**src/rtl/core/mf3_pkg.sv**
```systemverilog
// ----------------------------------------------------------------------------
// mf3_pkg: shared types and helpers for the 3x3 median filter
// Sizes, register indexes, column cell type and small sort functions.
// ----------------------------------------------------------------------------
`default_nettype none

package mf3_pkg;

    localparam int MAX_WIDTH  = 2048;
    localparam int MAX_HEIGHT = 4096;
    localparam int COL_W      = $clog2(MAX_WIDTH);        // column counter / address
    localparam int ROW_W      = $clog2(MAX_HEIGHT);       // output row counter
    localparam int FW_W       = 12;                       // frame_width register
    localparam int FH_W       = 13;                       // frame_height register
    localparam int CFG_W      = 13;                       // widest register
    localparam int CFG_IDX_W  = 2;
    localparam int PIX_W      = 24;                       // three 8-bit channels
    localparam int LINE_W     = 2 * PIX_W;

    localparam logic [CFG_IDX_W-1:0] REG_FRAME_WIDTH  = 2'd0;
    localparam logic [CFG_IDX_W-1:0] REG_FRAME_HEIGHT = 2'd1;
    localparam logic [CFG_IDX_W-1:0] REG_COLOR_MODE   = 2'd2;

    localparam logic [FW_W-1:0] FW_RESET = 12'd640;
    localparam logic [FH_W-1:0] FH_RESET = 13'd480;
    localparam logic [FW_W-1:0] FW_MIN   = 12'd3;
    localparam logic [FW_W-1:0] FW_MAX   = FW_W'(MAX_WIDTH);
    localparam logic [FH_W-1:0] FH_MIN   = 13'd3;
    localparam logic [FH_W-1:0] FH_MAX   = FH_W'(MAX_HEIGHT);

    // One window column: per channel sorted low/mid/high, plus the raw middle pixel.
    typedef struct packed {
        logic [2:0][7:0] hi;
        logic [2:0][7:0] md;
        logic [2:0][7:0] lo;
        logic [PIX_W-1:0] ctr;
    } mf3_col_t;

    // Per-item control carried down the pipeline.
    typedef struct packed {
        logic emit;
        logic interior;
        logic last;
    } mf3_tag_t;

    function automatic logic [7:0] max2(input logic [7:0] a, input logic [7:0] b);
        return (a > b) ? a : b;
    endfunction

    function automatic logic [7:0] min2(input logic [7:0] a, input logic [7:0] b);
        return (a < b) ? a : b;
    endfunction

    function automatic logic [7:0] max3(input logic [7:0] a, input logic [7:0] b,
                                        input logic [7:0] c);
        return max2(max2(a, b), c);
    endfunction

    function automatic logic [7:0] min3(input logic [7:0] a, input logic [7:0] b,
                                        input logic [7:0] c);
        return min2(min2(a, b), c);
    endfunction

    function automatic logic [7:0] med3(input logic [7:0] a, input logic [7:0] b,
                                        input logic [7:0] c);
        return max2(min2(a, b), min2(max2(a, b), c));
    endfunction

endpackage

`default_nettype wire

```
**src/rtl/core/mf3_cell.sv**
```systemverilog
// ----------------------------------------------------------------------------
// mf3_cell: one window column cell
// Sorts the incoming column per channel and holds it; feeds the next cell.
// ----------------------------------------------------------------------------
`default_nettype none

module mf3_cell (
    input  wire logic              aclk,
    input  wire logic              aresetn,
    input  wire logic              shift,
    input  wire mf3_pkg::mf3_col_t col_in,
    output mf3_pkg::mf3_col_t      col_out
);
    import mf3_pkg::*;

    mf3_col_t col_reg;
    mf3_col_t col_next;

    // sorting an already sorted column leaves it as is
    always_comb begin
        col_next.ctr = col_in.ctr;
        for (int c = 0; c < 3; c++) begin
            col_next.lo[c] = min3(col_in.lo[c], col_in.md[c], col_in.hi[c]);
            col_next.md[c] = med3(col_in.lo[c], col_in.md[c], col_in.hi[c]);
            col_next.hi[c] = max3(col_in.lo[c], col_in.md[c], col_in.hi[c]);
        end
    end

    always_ff @(posedge aclk) begin
        if (!aresetn) begin
            col_reg <= '0;
        end else if (shift) begin
            col_reg <= col_next;
        end
    end

    assign col_out = col_reg;

endmodule

`default_nettype wire

```
**config.mk**
```make
export PLATFORM = sky130hd
export DESIGN_NAME = mf3_cell
export DESIGN_NICKNAME = d
export VERILOG_FILES = /design/src/rtl/core/mf3_pkg.sv /design/src/rtl/core/mf3_cell.sv
export SDC_FILE = /design/constraint.sdc
export NUM_CORES = 1
export LEC_CHECK = 0
export BUFFER_PORTS_ARGS = -buffer_cell sky130_fd_sc_hd__buf_2
export CAP_MARGIN = 20
export CORE_ASPECT_RATIO = 0.5
export CORE_MARGIN = 3
export CORE_UTILIZATION = 35
export DETAILED_ROUTE_END_ITERATION = 6
export HOLD_SLACK_MARGIN = 0.12
export PLACE_DENSITY_LB_ADDON = 0.12
export SLEW_MARGIN = 25
export SYNTH_ARGS = -nofsm -noshare
export SYNTH_HDL_FRONTEND = slang
export SYNTH_SLANG_ARGS = --single-unit
```
**constraint.sdc**
```tcl
create_clock -name aclk -period 10.2 [get_ports aclk]
set_input_delay 2.04 -clock aclk [delete_from_list [all_inputs] [get_ports aclk]]
set_output_delay 2.04 -clock aclk [all_outputs]
set_load 0.1 [all_outputs]
```
==> impl_metrics.tcl <==
set metrics [dict create \
    crit_arrival_ns 7.47 \
    initial_core_util_pct 36.7 \
    clk_pin_slew_ns 0.07 \
    largest_reg_flops 96 \
    chipHeight_um 108 \
    rsz_0062_raised_after_global_routing "no" \
    finalHoldViolCount 0 \
    wire_per_inst_um 18.4 \
    clock_sink_count 96 \
    grt_first_pass_wirelength_um 38300 \
    grt_overflow 0 \
    flow.area_growth_from_synthesis_pct 19.8 \
    placement_rows 36 \
    synth.lib_cells_used.distinct 57 \
    synth_ff_type "dfxtp_1" \
    drt_pre_antenna_iters 5 \
    numCtsBuffers 9 \
    cp_max_fo 14 \
    min_period_ns 7.26 \
    fin_util_pct 44.0 \
    detailedRoute.firstIterationViolations 485 \
    cts_tree "done" \
    yosys_warnings 0 \
    synth_area_per_cell_sq_um 8.25 \
    multi_input_area_sq_mm 0.00493 \
    min_path_type "flop to flop" \
    post_route_setup_slack_ns 2.94 \
    n_antenna_cell 0 \
    via_count 7291 \
    grt_antenna_before_repair 0 \
    r2r-start "col_out[48]" \
    hold_path_end "col_out[77]" \
    cts_max_level 3 \
    p_leak_nw 4.39 \
    cellPowerDensity_mw_per_mm2 187 \
    io_pins 195 \
    insertion_delay_ns 0.35 \
    yosysTopAreaCellShare_pct 26.2 \
    floorplan.core_area_sq_mm 0.0200 \
    final.fill_count 2042 \
    postSynth.asyncResetShare_pct 0 \
    r2r.worst_path.cells 4 \
    layout_worst_path_cycle_share_pct 71.1 \
    syn-num-nets 1083 \
    grt_start_max_net_pins 75 \
    final_sum_of_negative_setup_slack_ns 0 \
    worstSetupStartpointType "input pin" \
    netlist_top_cells_count "dfxtp_1 (96), ha_1 (93), inv_1 (88), a21oi_1 (72), mux2i_1 (70)" \
    cts_hold_buffers 0 \
    cp-end-kind "flop" \
    syn-instance-count 891 \
    preCtsSetupSlack_ns 2.61 \
    die_x_um 211 \
    port_bufs 194 \
    detail_route.wirelength_um 24400 \
    final.setup_skew_ns 0 \
    origin_of_the_worst_min_delay_path "col_out[77]" \
    worst-slew-pin-transition_ns 0.985 \
    worst-r2r-setup-slack_ns 9.34 \
    drc 0 \
    max_cap_violations 0 \
    fmaxAchievable_mhz 138 \
    r2r-end "col_out[48]" \
    synth.most_common_cell "dfxtp_1" \
    status "finished, final reports clean" \
    routed_via_density 5.50 \
    critPathRequiredTime_ns 10.42 \
    synth-edff-count 0 \
    postCtsSetupRepairBufs 0 \
    slew_viols_final 0 \
    antenna_left 0 \
    cts.root.buffer_cell "clkbuf_16" \
    dp_hpwl_um 19000 \
    die_area_sq_mm 0.0229 \
    share_of_post_route_cells_with_drive_strength_above_1_pct 23.3 \
    clock_path_buffers 2 \
    first_global_vias 7092 \
    gp_routability_congestion 0.875 \
    vdd.ir_drop.worst_uv 87.9 \
    synth.ff_latch_count 96 \
    final-setup-viol-count 0 \
    worst-setup-path-type "input pin to flop" \
    synth.largest_area_cell "dfxtp_1" \
    area.sequential_sq_mm 0.00192 \
    synthTopCellsByArea "dfxtp_1 (26%), ha_1 (16%), mux2i_1 (9.5%)" \
    hold_depth 2 \
    fin_nets 1249 \
    global_route.usage.total_pct 21.2 \
    sequential_element_share_of_the_synthesized_area_pct 26.2 \
    timing.slew.headroom_pct 34.1 \
    post_synth_instance_area_sq_mm 0.00735 \
    cts_resized 0 \
]
[worst max path at each step]
stage	start	endpoint	slack, ns
floorplan	col_in[55]	col_out[49]	3.19
global placement	col_in[55]	col_out[53]	2.64
detailed placement	col_in[55]	col_out[53]	2.61
CTS	col_in[55]	col_out[53]	2.97
global route	col_in[55]	col_out[49]	2.36
finish	col_in[55]	col_out[53]	2.94
[stage by stage]
stage | cells | hold WS, ns | power [mW] | instance area (sq um)
final | 1326 | 0.482 | 1.64 | 8800
after global routing | 1326 | 0.507 | 1.74 | 8800
after CTS | 1325 | 0.483 | 1.66 | 8790
after detailed placement | 1311 | 0.466 | 1.32 | 8520
after global placement | 1311 | 0.467 | 1.31 | 8520
after floorplan | 891 | 0.944 | 1.14 | 7350
[worst max-delay path, stage by stage]
cell	delay [ns]
buf_2	0.11
inv_1	0.04
ha_1	0.32
nand2_1	0.05
o21ai_0	0.39
o21ai_0	0.20
o21ai_2	0.25
mux2_2	0.45
ha_1	0.30
nor2b_1	0.14
o211ai_1	0.15
a21oi_1	0.10
a211oi_2	0.71
buf_4	0.31
nor2_1	0.07
a21o_1	0.17
ha_1	0.29
a21o_1	0.18
a21oi_1	0.21
o2111ai_1	0.17
a31o_2	0.31
or2_2	0.31
o221ai_1	0.15
a211oi_1	0.07
[logic make-up (layout without fill, tap and decap cells)]
group                      after synthesis  in the layout  synth area share, %
adders and majority gates               93             93                 15.8
and+or+nand+nor                        224            224                 15.7
DFF                                     96             96                 26.2
buffers and inverters                  134            303                 6.96
muxes                                   81             81                 11.2
AOI/OAI and AO/OA                      263            263                 24.1
[per-layer routing]
metal | vias up | part of all wire (%) | wire (um) | GRT usage [%]
li1 | 3612 | - | - | -
met1 | 3465 | 48 | 11700 | 29.3
met2 | 194 | 45 | 10900 | 34.2
met3 | 20 | 6.3 | 1550 | 4.81
met4 | 0 | 0.98 | 240 | 4.20
met5 | - | 0 | 0 | 0
[final cells by class]
type / count / share of cell area, %
Timing Repair Buffer: 200 / 11.5
Clock buffer: 10 / 2.72
Sequential cell: 96 / 21.8
Clock inverter: 4 / 0.341
Inverter: 89 / 3.80
Multi-Input combinational cell: 661 / 56.0
Tap cell: 266 / 3.78
[power breakdown]
part           switching (mW)  total, mW  internal (mW)
Sequential             0.0262      0.449          0.423
Combinational           0.650      0.871          0.221
Clock                   0.153      0.324          0.170
Total                   0.829       1.64          0.814
[placed cells by master (no fill, tap or decap), types with 31 or more instances in the layout]
cell | Yosys | layout
nor2_1 | 37 | 37
nor2b_1 | 31 | 31
dfxtp_1 | 96 | 96
a21oi_1 | 72 | 72
nand4_1 | 35 | 35
nand3_1 | 41 | 41
o21ai_0 | 48 | 48
buf_2 | 1 | 194
nand2_1 | 49 | 48
ha_1 | 93 | 93
mux2i_1 | 70 | 70
inv_1 | 88 | 88
Note: power is estimated with default switching activity, not from simulation.
