[config.mk]
export PLATFORM = sky130hd
export DESIGN_NAME = mf3_median
export DESIGN_NICKNAME = d
export VERILOG_FILES = /design/src/rtl/core/mf3_pkg.sv /design/src/rtl/core/mf3_median.sv
export SDC_FILE = /design/constraint.sdc
export NUM_CORES = 1
export LEC_CHECK = 0
export BUFFER_PORTS_ARGS = -buffer_cell sky130_fd_sc_hd__clkbuf_2
export CORE_ASPECT_RATIO = 0.7
export CORE_MARGIN = 3
export CORE_UTILIZATION = 55
export DETAILED_ROUTE_END_ITERATION = 10
export GPL_ROUTABILITY_DRIVEN = 0
export PLACE_DENSITY = 0.87
export SETUP_SLACK_MARGIN = 0.02
export SLEW_MARGIN = 0
export SYNTH_ARGS = -nofsm -noshare
export SYNTH_HDL_FRONTEND = slang
export SYNTH_SLANG_ARGS = --single-unit
[constraint.sdc]
create_clock -name aclk -period 7.4 [get_ports aclk]
set_clock_uncertainty 0.2 [all_clocks]
set_input_delay 0.37 -clock aclk [delete_from_list [all_inputs] [get_ports aclk]]
set_output_delay 0.37 -clock aclk [all_outputs]
set_load 0.01 [all_outputs]
[src/rtl/core/mf3_pkg.sv]
// ----------------------------------------------------------------------------
// mf3_pkg: shared types and helpers for the 3x3 median filter
// Sizes, register indexes, column cell type and small sort functions.
// ----------------------------------------------------------------------------
`default_nettype none

package mf3_pkg;

    localparam int MAX_WIDTH  = 2048;
    localparam int MAX_HEIGHT = 4096;
    localparam int COL_W      = $clog2(MAX_WIDTH);        // column counter / address
    localparam int ROW_W      = $clog2(MAX_HEIGHT);       // output row counter
    localparam int FW_W       = 12;                       // frame_width register
    localparam int FH_W       = 13;                       // frame_height register
    localparam int CFG_W      = 13;                       // widest register
    localparam int CFG_IDX_W  = 2;
    localparam int PIX_W      = 24;                       // three 8-bit channels
    localparam int LINE_W     = 2 * PIX_W;

    localparam logic [CFG_IDX_W-1:0] REG_FRAME_WIDTH  = 2'd0;
    localparam logic [CFG_IDX_W-1:0] REG_FRAME_HEIGHT = 2'd1;
    localparam logic [CFG_IDX_W-1:0] REG_COLOR_MODE   = 2'd2;

    localparam logic [FW_W-1:0] FW_RESET = 12'd640;
    localparam logic [FH_W-1:0] FH_RESET = 13'd480;
    localparam logic [FW_W-1:0] FW_MIN   = 12'd3;
    localparam logic [FW_W-1:0] FW_MAX   = FW_W'(MAX_WIDTH);
    localparam logic [FH_W-1:0] FH_MIN   = 13'd3;
    localparam logic [FH_W-1:0] FH_MAX   = FH_W'(MAX_HEIGHT);

    // One window column: per channel sorted low/mid/high, plus the raw middle pixel.
    typedef struct packed {
        logic [2:0][7:0] hi;
        logic [2:0][7:0] md;
        logic [2:0][7:0] lo;
        logic [PIX_W-1:0] ctr;
    } mf3_col_t;

    // Per-item control carried down the pipeline.
    typedef struct packed {
        logic emit;
        logic interior;
        logic last;
    } mf3_tag_t;

    function automatic logic [7:0] max2(input logic [7:0] a, input logic [7:0] b);
        return (a > b) ? a : b;
    endfunction

    function automatic logic [7:0] min2(input logic [7:0] a, input logic [7:0] b);
        return (a < b) ? a : b;
    endfunction

    function automatic logic [7:0] max3(input logic [7:0] a, input logic [7:0] b,
                                        input logic [7:0] c);
        return max2(max2(a, b), c);
    endfunction

    function automatic logic [7:0] min3(input logic [7:0] a, input logic [7:0] b,
                                        input logic [7:0] c);
        return min2(min2(a, b), c);
    endfunction

    function automatic logic [7:0] med3(input logic [7:0] a, input logic [7:0] b,
                                        input logic [7:0] c);
        return max2(min2(a, b), min2(max2(a, b), c));
    endfunction

endpackage

`default_nettype wire

[src/rtl/core/mf3_median.sv]
// ----------------------------------------------------------------------------
// mf3_median: two-stage median of three sorted columns
// Stage 1: max of lows, median of mids, min of highs. Stage 2: median of those.
// ----------------------------------------------------------------------------
`default_nettype none

module mf3_median (
    input  wire logic                       aclk,
    input  wire logic                       en,
    input  wire mf3_pkg::mf3_col_t          col_a,
    input  wire mf3_pkg::mf3_col_t          col_b,
    input  wire mf3_pkg::mf3_col_t          col_c,
    output logic [mf3_pkg::PIX_W-1:0]       median,
    output logic [mf3_pkg::PIX_W-1:0]       center
);
    import mf3_pkg::*;

    logic [2:0][7:0] lo_reg, md_reg, hi_reg;
    logic [PIX_W-1:0] ctr1_reg, ctr2_reg;
    logic [2:0][7:0] med_reg;

    always_ff @(posedge aclk) begin
        if (en) begin
            for (int c = 0; c < 3; c++) begin
                lo_reg[c]  <= max3(col_a.lo[c], col_b.lo[c], col_c.lo[c]);
                md_reg[c]  <= med3(col_a.md[c], col_b.md[c], col_c.md[c]);
                hi_reg[c]  <= min3(col_a.hi[c], col_b.hi[c], col_c.hi[c]);
                med_reg[c] <= med3(lo_reg[c], md_reg[c], hi_reg[c]);
            end
            ctr1_reg <= col_b.ctr;
            ctr2_reg <= ctr1_reg;
        end
    end

    assign median = med_reg;
    assign center = ctr2_reg;

endmodule

`default_nettype wire

==> flow_summary.ini, run 1 <==
[timing]
fin_ws_ps = 856.0
tightest_slew_ps = 1255
setup_viol = 0
hold_viol = 0
min_period_over_period = 0.8843
grt_setup_unrepaired = no
maxSlewHeadroom = 0.1635
setup_tns_ps = 0
maxSlewViolCount = 0
max_freq_mhz = 152.8
fin_crit_ps = 6544

[synth]
synth_edf_count = 144
yosysSeqAreaShare = 0.3164
syn_area_um2 = 13670
syn_avg_cell_area_um2 = 10.21
async_reset_ff_frac = 0
synthFlopType = edfxtp_1
syn_inst = 1338
ys_top_cells_by_area = edfxtp_1 32%, ha_1 21%, mux2_2 10%, mux2i_1 5.7%, inv_1 5.5%
ys.warnings.count = 0
yosysTopAreaCell = edfxtp_1
synthesis.nets = 1856
synth-seq-cells = 144
synth_top_cell_area_share = 0.3164
synth_cell_types = 61

[routing]
drt_iter0_markers = 724
drc_errors = 0
viasPerCell = 5.755
drt-total-wl_mm = 35.56
firstDrtPassIters = 7
vias = 11441
drtAntennaViolNets = 0
routedWlPerCell_um = 17.89

[place]
post-place-ws_ps = 840.1
post-dp-hpwl_mm = 29.14
dp.cells = 1932
port_buffers = 289

[min_path]
hold_class = in -> reg
min_from = col_c[36]

[outcome]
status = complete, no violations

[power_and_ir_drop]
leakage_nw = 8.174
clkPwrFrac = 0.194
p_sw_mw = 1.854
share_comb_of_total_power = 0.530
internal_power_mw = 2.771
p_per_area_nw_per_um2 = 283.9
p_total_mw = 4.625
p_seq_frac = 0.276
ir_drop_mv = 0.1768
p_sw_frac = 0.4008

[cells_and_area]
multi_input_area_um2 = 8507
regArea_um2 = 4324
n_antenna_cell = 0
area_growth_pct = 19.21
fillCellCount = 1754
final_util = 0.6773
final_common_cell = clkbuf_2
final_cell_mix = 288 x clkbuf_2, 228 x ha_1, 201 x inv_1
layout.nets = 2175
drive_above_1_share = 0.2982
fin_cells = 1988

[die]
die_area_um2 = 26800
placementRows = 47
die_w_um = 194.4
die_h_um = 137.9
core_area_um2 = 24050
start_util = 0.5682
ios = 338

[clock_tree]
cts_buffers = 17
postCtsSetupBuffers = 0
clk_pin_slew_worst_paths_ps = 70
clock-root-buffer = clkbuf_16
cts.sinks = 144
cts_tree = built
clockBufferDepth = 2
cts_max_level = 4
clk_latency_ps = 430

[critical_path]
cp.buffers_inverters = 0
path_delay_family = simple AND/OR/NAND/NOR gates
max_stage_delay_ps = 890
crit_path_end_kind = flip-flop
cp_slowest_cell = a22oi_1
r2r_start = lo_reg[5]$_DFFE_PP_
critPathLaunch = lo_reg[5]$_DFFE_PP_
cp.required_ps = 7390
path_cells = ha_1 -> nand4_1 -> nor2_1 -> nor2b_1 -> nor2_2 -> mux2_2 -> ha_1 -> a21oi_1 -> a21oi_1 -> nor3_1 -> or4b_4 -> nand3_4 -> mux2_2 -> ha_1 -> nor2b_1 -> o21ai_0 -> a21oi_1 -> o21bai_1 -> a22oi_1 -> nand2_1 -> o21a_1
critPathMaxFanout = 16
crit_type = reg -> reg
startpoint_type = flip-flop
cp.arrival_ps = 6530

[global_route]
track_usage = 0.2602
grt_max_degree = 85
antenna_found_initial = 0
overflow = 0
grt_pass1_vias = 11546
grt_pass1_wl_mm = 56.13

[flow_run]
cap_violations = 0
-- final timing paths --
path | end | slack [ps] | depth (start not counted)
worst max-delay path | median[0]$_DFFE_PP_ | 860 | 21
worst min-delay path | lo_reg[12]$_DFFE_PP_ | 60 | 2
worst max register to register | median[0]$_DFFE_PP_ | 860 | 21
worst min register to register | center[16]$_DFFE_PP_ | 220 | 0
-- worst register-to-register path, cell delays in order, from the launching register on --
cell	delay (ps)
edfxtp_1	490
ha_1	360
nand4_1	210
nor2_1	230
nor2b_1	100
nor2_2	430
mux2_2	410
ha_1	310
a21oi_1	190
a21oi_1	120
nor3_1	320
or4b_4	520
nand3_4	190
mux2_2	380
ha_1	190
nor2b_1	120
o21ai_0	80
a21oi_1	190
o21bai_1	80
a22oi_1	890
nand2_1	120
o21a_1	160
-- synth_stat cells (all sizes together) (7+ instances only) --
cell and instances:
ha 228, inv 201, edfxtp 144, mux2 141
o21ai 93, mux2i 78, a21oi 73, nand2 72
nor2 40, nand3 37, a21o 31, nand4 28
nor2b 25, o211ai 17, o21a 15, a211oi 11
and3 10, clkbuf 8, or3b 8, a2bb2oi 7
buf 7, nor3 7, o31ai 7
-- logic make-up after synthesis --
group | count (synthesis) | synth area share
AOI/OAI and AO/OA | 281 | 0.1374
and+or+nand+nor | 250 | 0.09833
adders and majority gates | 228 | 0.2088
muxes | 219 | 0.1780
buffers and inverters | 216 | 0.06107
DFF | 144 | 0.3164
-- what timing repair did --
action	CTS	global route
endpoints found under the hold margin	24	0
gates resized for setup	0	0
endpoints found under the setup margin	0	0
hold buffers	24	0
-- layer usage --
layer,vias up,routed length (um),global-route usage
li1,5597,-,-
met1,5341,15250,0.3433
met2,436,16740,0.4349
met3,67,2858,0.06362
met4,0,711,0.06736
met5,-,0,0
-- area by class of cell --
cell class                 count  share of cell area
tap                          318             0.02442
sequential                   144              0.2654
timing repair buffer         315              0.1048
clock buffer                  17             0.02611
clock inverter                15             0.01068
inverter                     201             0.04631
multi-input combinational    978              0.5222
-- stage by stage --
stage               cell area (um2)  hold slack (ps)
finish                        16290            57.13
global route                  16290            43.20
CTS                           16290            38.11
detailed placement            15450            204.5
global placement              15450            200.9
floorplan                     13670            200.3
-- power by group through the flow --
stage / Clock (mW) / Combinational, mW / Sequential [mW]
2_1_floorplan: 0 / 1.74 / 1.30
3_3_place_gp: 0 / 2.27 / 1.28
3_5_place_dp: 0 / 2.40 / 1.29
4_1_cts: 0.909 / 2.43 / 1.28
5_1_grt: 0.946 / 2.73 / 1.30
6_report: 0.897 / 2.45 / 1.28
Note: power is estimated with default switching activity, not from simulation.
==> run 2: changes to the inputs <==
--- a/config.mk
+++ b/config.mk
@@ -11,7 +11,7 @@
 export CORE_UTILIZATION = 55
 export DETAILED_ROUTE_END_ITERATION = 10
 export GPL_ROUTABILITY_DRIVEN = 0
-export PLACE_DENSITY = 0.87
+export PLACE_DENSITY = 0.86
 export SETUP_SLACK_MARGIN = 0.02
 export SLEW_MARGIN = 0
 export SYNTH_ARGS = -nofsm -noshare
==> flow_summary.ini, run 2 (synthesis gave the netlist of run 1 again) <==
[outcome]
status = complete, no violations

[place]
post-place-ws_ps = 885.6
dp.cells = 1932
port_buffers = 289
post-dp-hpwl_mm = 29.25

[routing]
vias = 11625
drt_iter0_markers = 775
met1_length_mm = 15.62
drc_errors = 0
routedWlPerCell_um = 18.05
route.met2.wl_mm = 17.00
drtAntennaViolNets = 0
firstDrtPassIters = 5
wl_met3_mm = 2.605
drt-total-wl_mm = 35.89
dr.max_layer_used = met4
viasPerCell = 5.848

[global_route]
grt_pass1_vias = 11690
grt_pass1_wl_mm = 57.22
overflow = 0
track_usage = 0.2624
grt_max_degree = 76
antenna_found_initial = 0

[flow_run]
cap_violations = 0

[clock_tree]
cts_max_level = 4
cts_buffers = 17
clk_latency_ps = 430
clk_pin_slew_worst_paths_ps = 70
postCtsSetupBuffers = 0
cts.sinks = 144
cts_resized = 0
clockBufferDepth = 2
cts_tree = built
clock-root-buffer = clkbuf_16
ctsHoldBuffers = 24

[critical_path]
crit_path_end_kind = flip-flop
critPathLaunch = lo_reg[15]$_DFFE_PP_
cp.arrival_ps = 6390
crit_type = reg -> reg
cp.required_ps = 7320
r2r_start = lo_reg[15]$_DFFE_PP_
critPathMaxFanout = 15
startpoint_type = flip-flop

[timing]
hold_viol = 0
maxSlewViolCount = 0
setup_viol = 0
maxSlewHeadroom = 0.1371
setup_tns_ps = 0
fin_crit_ps = 6478
fin_hold_ws_ps = 66.03
min_period_over_period = 0.8754
grt_setup_unrepaired = no
fin_ws_ps = 921.8
tightest_slew_ps = 1294
max_freq_mhz = 154.4

[power_and_ir_drop]
p_total_mw = 4.647
p_sw_mw = 1.842
share_comb_of_total_power = 0.535
p_seq_frac = 0.275
clkPwrFrac = 0.190
internal_power_mw = 2.804
leakage_nw = 8.174
ir_drop_mv = 0.1920
p_sw_frac = 0.3965
p_per_area_nw_per_um2 = 285.3

[cells_and_area]
area_growth_pct = 19.19
layout.nets = 2175
final_cell_mix = 288 x clkbuf_2, 228 x ha_1, 201 x inv_1
multi_input_area_um2 = 8507
n_antenna_cell = 0
final_common_cell = clkbuf_2
regArea_um2 = 4324
fin_cells = 1988
fillCellCount = 1776
drive_above_1_share = 0.2970

[die]
start_util = 0.5682
die_h_um = 137.9
ios = 338
die_w_um = 194.4
placementRows = 47
core_area_um2 = 24050
die_area_um2 = 26800

[min_path]
min_from = col_c[95]
hold_class = in -> reg
==> run 2: cell type report <==
cell class / count / share of cell area
Clock buffer: 19 / 0.02658
Clock inverter: 13 / 0.01006
Tap cell: 318 / 0.02443
Multi-Input combinational cell: 978 / 0.5223
Timing Repair Buffer: 315 / 0.1049
Inverter: 201 / 0.04632
Sequential cell: 144 / 0.2655
==> run 2: worst paths after layout <==
kind / endpoint / slack (ps) / depth (start not counted)
max reg2reg: median[8]$_DFFE_PP_ / 920 / 21
max: median[8]$_DFFE_PP_ / 920 / 21
min reg2reg: center[4]$_DFFE_PP_ / 220 / 0
min: hi_reg[23]$_DFFE_PP_ / 70 / 2
==> run 2: through the flow <==
step	utilization	instance area, um2
floorplan	-	13670
global placement	0.6424	15450
detailed placement	0.6424	15450
CTS	0.6772	16290
global route	0.6772	16290
finish	0.6772	16290
==> run 2: layer usage <==
metal,global-route usage,vias up
li1,-,5582
met1,0.3482,5495
met2,0.4508,477
met3,0.04954,71
met4,0.06257,0
met5,0,-
==> run 2: power groups by stage <==
stage / sequential, mW / combinational (mW) / clock, mW
3_3_place_gp: 1.28 / 2.29 / 0
5_1_grt: 1.29 / 2.77 / 0.936
3_5_place_dp: 1.29 / 2.41 / 0
6_report: 1.28 / 2.49 / 0.882
2_1_floorplan: 1.30 / 1.74 / 0
4_1_cts: 1.28 / 2.45 / 0.900
==> run 2: worst max-delay path: stages (launching register included) <==
cell and delay, ps:
edfxtp_1 420, ha_1 350, nand4_1 190, nor2_1 230, a211oi_1 120, nor2_2 380, mux2_2 410, ha_1 320
a21oi_1 180, a21oi_1 90, nor3_1 360, or4b_1 500, nand3_2 270, mux2i_1 290, inv_1 70, ha_1 170
nor2b_1 130, o21ai_0 100, a21oi_1 180, o21bai_1 100, a21oi_1 880, mux2i_1 230
